[src/sv/hpbs_pkg.sv]
`default_nettype none
// ----------------------------------------------------------------------------
// hpbs_pkg
// Shared types and constants of the histogram peak-bin statistics core.
// ----------------------------------------------------------------------------
package hpbs_pkg;

   localparam int MAX_POINTS = 1024;
   localparam int MAX_BINS   = 4096;
   localparam int MAX_WIDTH  = 256;
   localparam int COORD_BITS = 12;

   localparam int PT_AW   = $clog2(MAX_POINTS);
   localparam int BIN_AW  = $clog2(MAX_BINS);
   localparam int FINE_AW = $clog2(MAX_WIDTH);
   localparam int CNT_W   = 11;
   localparam int SUM_W   = 22;
   localparam int DIVR_W  = 12;
   localparam int STEP_W  = $clog2(SUM_W);

   localparam logic [8:0] WIDTH_RESET = 9'd16;
   localparam logic [11:0] BOUND_RESET = 12'd4095;
   localparam logic [8:0] WIDTH_MAX_V = 9'd256;

   // register indexes
   localparam logic REG_BIN_WIDTH   = 1'b0;
   localparam logic REG_COORD_BOUND = 1'b1;

   typedef struct packed {
      logic              start;
      logic [SUM_W-1:0]  dividend;
      logic [DIVR_W-1:0] divisor;
   } div_req_type;

   typedef struct packed {
      logic             done;
      logic [SUM_W-1:0] quotient;
   } div_rsp_type;

endpackage : hpbs_pkg
`default_nettype wire

[src/sv/hpbs_divider.sv]
`default_nettype none
// ----------------------------------------------------------------------------
// hpbs_divider
// Shared restoring divider, one quotient bit per cycle.
// ----------------------------------------------------------------------------
module hpbs_divider
   import hpbs_pkg::*;
(
   input  wire logic        clock,
   input  wire logic        reset,
   input  wire div_req_type div_req,
   output div_rsp_type      div_rsp
);

   logic [SUM_W-1:0]  acc_ff, acc_in;
   logic [DIVR_W-1:0] rem_ff, rem_in;
   logic [DIVR_W-1:0] dvs_ff, dvs_in;
   logic [STEP_W-1:0] step_ff, step_in;
   logic              run_ff, run_in;
   logic              done_ff, done_in;
   logic [DIVR_W:0]   rem_sh;
   logic [DIVR_W:0]   rem_sub;
   logic              q_bit;

   always_comb begin
      rem_sh  = {rem_ff, acc_ff[SUM_W-1]};
      rem_sub = rem_sh - {1'b0, dvs_ff};
      q_bit   = (rem_sh >= {1'b0, dvs_ff});
      acc_in  = acc_ff;
      rem_in  = rem_ff;
      dvs_in  = dvs_ff;
      step_in = step_ff;
      run_in  = run_ff;
      done_in = 1'b0;
      if (div_req.start) begin
         acc_in  = div_req.dividend;
         rem_in  = '0;
         dvs_in  = div_req.divisor;
         step_in = '0;
         run_in  = 1'b1;
      end else if (run_ff) begin
         acc_in  = {acc_ff[SUM_W-2:0], q_bit};
         rem_in  = q_bit ? rem_sub[DIVR_W-1:0] : rem_sh[DIVR_W-1:0];
         step_in = step_ff + 1'b1;
         if (step_ff == STEP_W'(SUM_W - 1)) begin
            run_in  = 1'b0;
            done_in = 1'b1;
         end
      end
   end

   always_ff @(posedge clock) begin
      acc_ff  <= acc_in;
      rem_ff  <= rem_in;
      dvs_ff  <= dvs_in;
      step_ff <= step_in;
      if (reset) begin
         run_ff  <= 1'b0;
         done_ff <= 1'b0;
      end else begin
         run_ff  <= run_in;
         done_ff <= done_in;
      end
   end

   assign div_rsp.done     = done_ff;
   assign div_rsp.quotient = acc_ff;

endmodule : hpbs_divider
`default_nettype wire
[config.mk]
export PLATFORM = sky130hd
export DESIGN_NAME = hpbs_divider
export DESIGN_NICKNAME = d
export VERILOG_FILES = /design/src/sv/hpbs_pkg.sv /design/src/sv/hpbs_divider.sv
export SDC_FILE = /design/constraint.sdc
export NUM_CORES = 1
export LEC_CHECK = 0
export ABC_CLOCK_PERIOD_IN_PS = 5170
export BUFFER_PORTS_ARGS = -buffer_cell sky130_fd_sc_hd__clkbuf_2
export CAP_MARGIN = 20
export CORE_MARGIN = 10
export CORE_UTILIZATION = 50
export DETAILED_ROUTE_END_ITERATION = 7
export GPL_TIMING_DRIVEN = 0
export PLACE_DENSITY = 0.86
export SLEW_MARGIN = 10
export SYNTH_ARGS = -nofsm -noshare
export SYNTH_HDL_FRONTEND = slang
export SYNTH_SLANG_ARGS = --single-unit
[constraint.sdc]
create_clock -name clock -period 5.17 [get_ports clock]
set_input_delay 1.2925 -clock clock [delete_from_list [all_inputs] [get_ports clock]]
set_output_delay 1.2925 -clock clock [all_outputs]
set_load 0.02 [all_outputs]
==> impl_results.md <==
- Outcome: finished clean
- Sw Ratio: 0.290
- Yosys warnings: 0
- Die H: 94.5 um
- Worst-path maximum fanout: 22
- Register area share after synthesis: 0.506
- Area grow syn2layout: 17.9%
- Yosys reg bits: 53
- Layout cells sized above 1: 0.320
- Combinational share of power: 0.227
- Total clock sinks: 53
- Via density: 5.41
- Post-route clock skew: 13.1 ps
- Mapped Nets: 301
- Via count: 2,100
- Pwr Total: 1.04 mW
- Top post-synthesis cells by count: edfxtp_1, nor2_1, mux2_2
- Worst Tran Pin Value: 848 ps
- Ys flop type: edfxtp_1
- Clock latency on the worst-skew pair: 320 ps
- Synth cell types: 48
- Place WS: 1820 ps
- DRT Pass-1 Iters: 4
- Arrival time worst endpoint: 2960 ps
- Io pins: 60
- Reg power frac: 0.496
- Inserted Clock Buffers: 5
- Post-synthesis cell count: 249
- RSZ-0062 raised after global routing: no
- Minimum clock period: 3020 ps
- Area contributors post-synth: edfxtp_1, dfxtp_1, mux2_2
- CTS tree: done
- Worst-path clk slew: 100 ps
- Max_slew headroom: 0.434
- Mapped cell area: 2770 um^2
- Global-route wire length before repair: 9720 um
- WS Path Type: in -> reg
- Critical Path Slowest Stage Cell: inv_1
- Crit end category: flop
- Fin worst setup slack: 2150 ps
- Hpwl dp: 4670 um
- Setup crit start kind: input port
- # DRC: 0
- Fin crit share: 0.584
- Post CTS Setup Buffer Count: 0
- Core ar.: 5440 um^2
- Chip width: 94.5 um
- Antenna diodes: 0
- Syn Area/Cell: 11.1 um^2
- Fmax: 0.331 GHz
- Post-synth ARST share: 0
- Vias in the first global route: 2,098
- WHS: 516 ps
- Total Die Area: 8920 um^2
- Min-Delay Path Class: reg -> reg
- NetSw: 0.300 mW
- Power density cells: 317 nW/um^2
- Root buf cell: clkbuf_8
- Largest net degree at the start of global routing: 23
- Crit path max-delay family: buffers and inverters
- WL/cell: 15.9 um
- Worst Path Buf+Inv: 4
- # setup viols final: 0
- # resized after CTS: 0
- Count leader, synth: edfxtp_1
- Final wirelength: 6180 um
- LEAKAGE: 1.37 nW
- IO buf count: 59
- Peak VDD IR: 0.155 mV
- Crit path cell chain: clkbuf_2 > clkbuf_1 > buf_1 > nor2_1 > inv_1
- Hold Fails Final Rpt: 0
- Total GRT Usage: 0.136
- Max-Cap Viols: 0
- Int Pwr: 0.735 mW
- Gr ovfl total: 0
- Starting Density: 0.510
- Initial antenna violation count: 0
- EDFF count, synth: 34
- Post-CTS Hold Fix Bufs: 0
- Worst endpoint required time: 5110 ps
- CTS H-tree lvls: 2
- Post-route ant nets: 0
- Yosys top cell by area: edfxtp_1
- Starting DRT DRC Count: 124
- Setup TNS: 0 ps
- Final Max Tran Viols: 0
- Top cell type's share of synthesized area: 0.368
- GPL Wtd Cong: 0.831
- Crit-path max cell delay: 640 ps
- Clock power share: 0.277
- Row count: 27
- Final nets: 367
- CTS Buffer Depth: 2
-- power groups by stage --
stage	clock network [mW]	logic (mW)	registers, mW
6_report	0.287	0.235	0.513
5_1_grt	0.306	0.259	0.518
4_1_cts	0.289	0.236	0.513
3_5_place_dp	0	0.233	0.523
3_3_place_gp	0	0.225	0.521
2_1_floorplan	0	0.145	0.542
-- worst paths after layout --
check              startpoint    endpoint  slack [ps]  cells after the start
setup / recovery  div_req[34]   acc_ff[6]        2150                      5
hold / removal      rem_ff[2]   rem_ff[3]         520                      2
setup reg to reg   acc_ff[21]  rem_ff[10]        2730                      9
hold reg to reg     rem_ff[2]   rem_ff[3]         520                      2
-- state kept, by name, summed over array words and instances, names as in the netlist --
name	cells
dvs_ff	12
acc_ff	22
done_ff	1
run_ff	1
step_ff	5
rem_ff	12
-- metrics by stage --
stage / utilization / cell area (um^2) / std cells
6_report: 0.601 / 3270 / 388
5_1_grt: 0.601 / 3270 / 388
4_1_cts: 0.601 / 3270 / 388
3_5_place_dp: 0.580 / 3160 / 380
3_3_place_gp: 0.580 / 3160 / 380
2_1_floorplan: - / 2770 / 249
-- cell usage in the layout (no fill, tap or decap), types with 10 or more instances in the layout --
| cell | n |
|---|---|
| clkbuf_2 | 59 |
| edfxtp_1 | 34 |
| nor2_1 | 26 |
| mux2_2 | 22 |
| nand2_1 | 19 |
| dfxtp_1 | 19 |
| inv_1 | 17 |
| ha_1 | 14 |
| o21ai_0 | 10 |
-- cell families after synthesis --
kind of cell	share of synthesized area
xor+xnor	0.0316
flops	0.506
mux	0.0984
fa+ha+maj	0.0704
simple gates	0.113
compound gates	0.136
buf+inv	0.0447
-- per-layer routing --
layer  GRT usage  share of wire
met1       0.156           0.40
met2       0.249           0.56
met3      0.0254          0.024
met4      0.0436          0.021
met5           0              0
-- worst reg2reg max path: stages (launching register included) --
cell and delay [ps]:
edfxtp_1 380, inv_1 60, ha_1 240, fa_1 410, nor2b_1 180, o21bai_1 80, a21boi_0 450, o221ai_1 230
xor2_1 190, o21ai_0 150
-- cell type report --
| class | instances | area [um^2] |
|---|---|---|
| buffer | 12 | 60.1 |
| clock buffer | 6 | 72.6 |
| clock inverter | 2 | 38.8 |
| fill | 421 | 2170 |
| inverter | 17 | 63.8 |
| multi-input combinational | 167 | 1250 |
| sequential | 53 | 1400 |
| tap | 72 | 90.1 |
| timing repair buffer | 59 | 295 |
No activity file was read; power rests on OpenSTA's default activity.
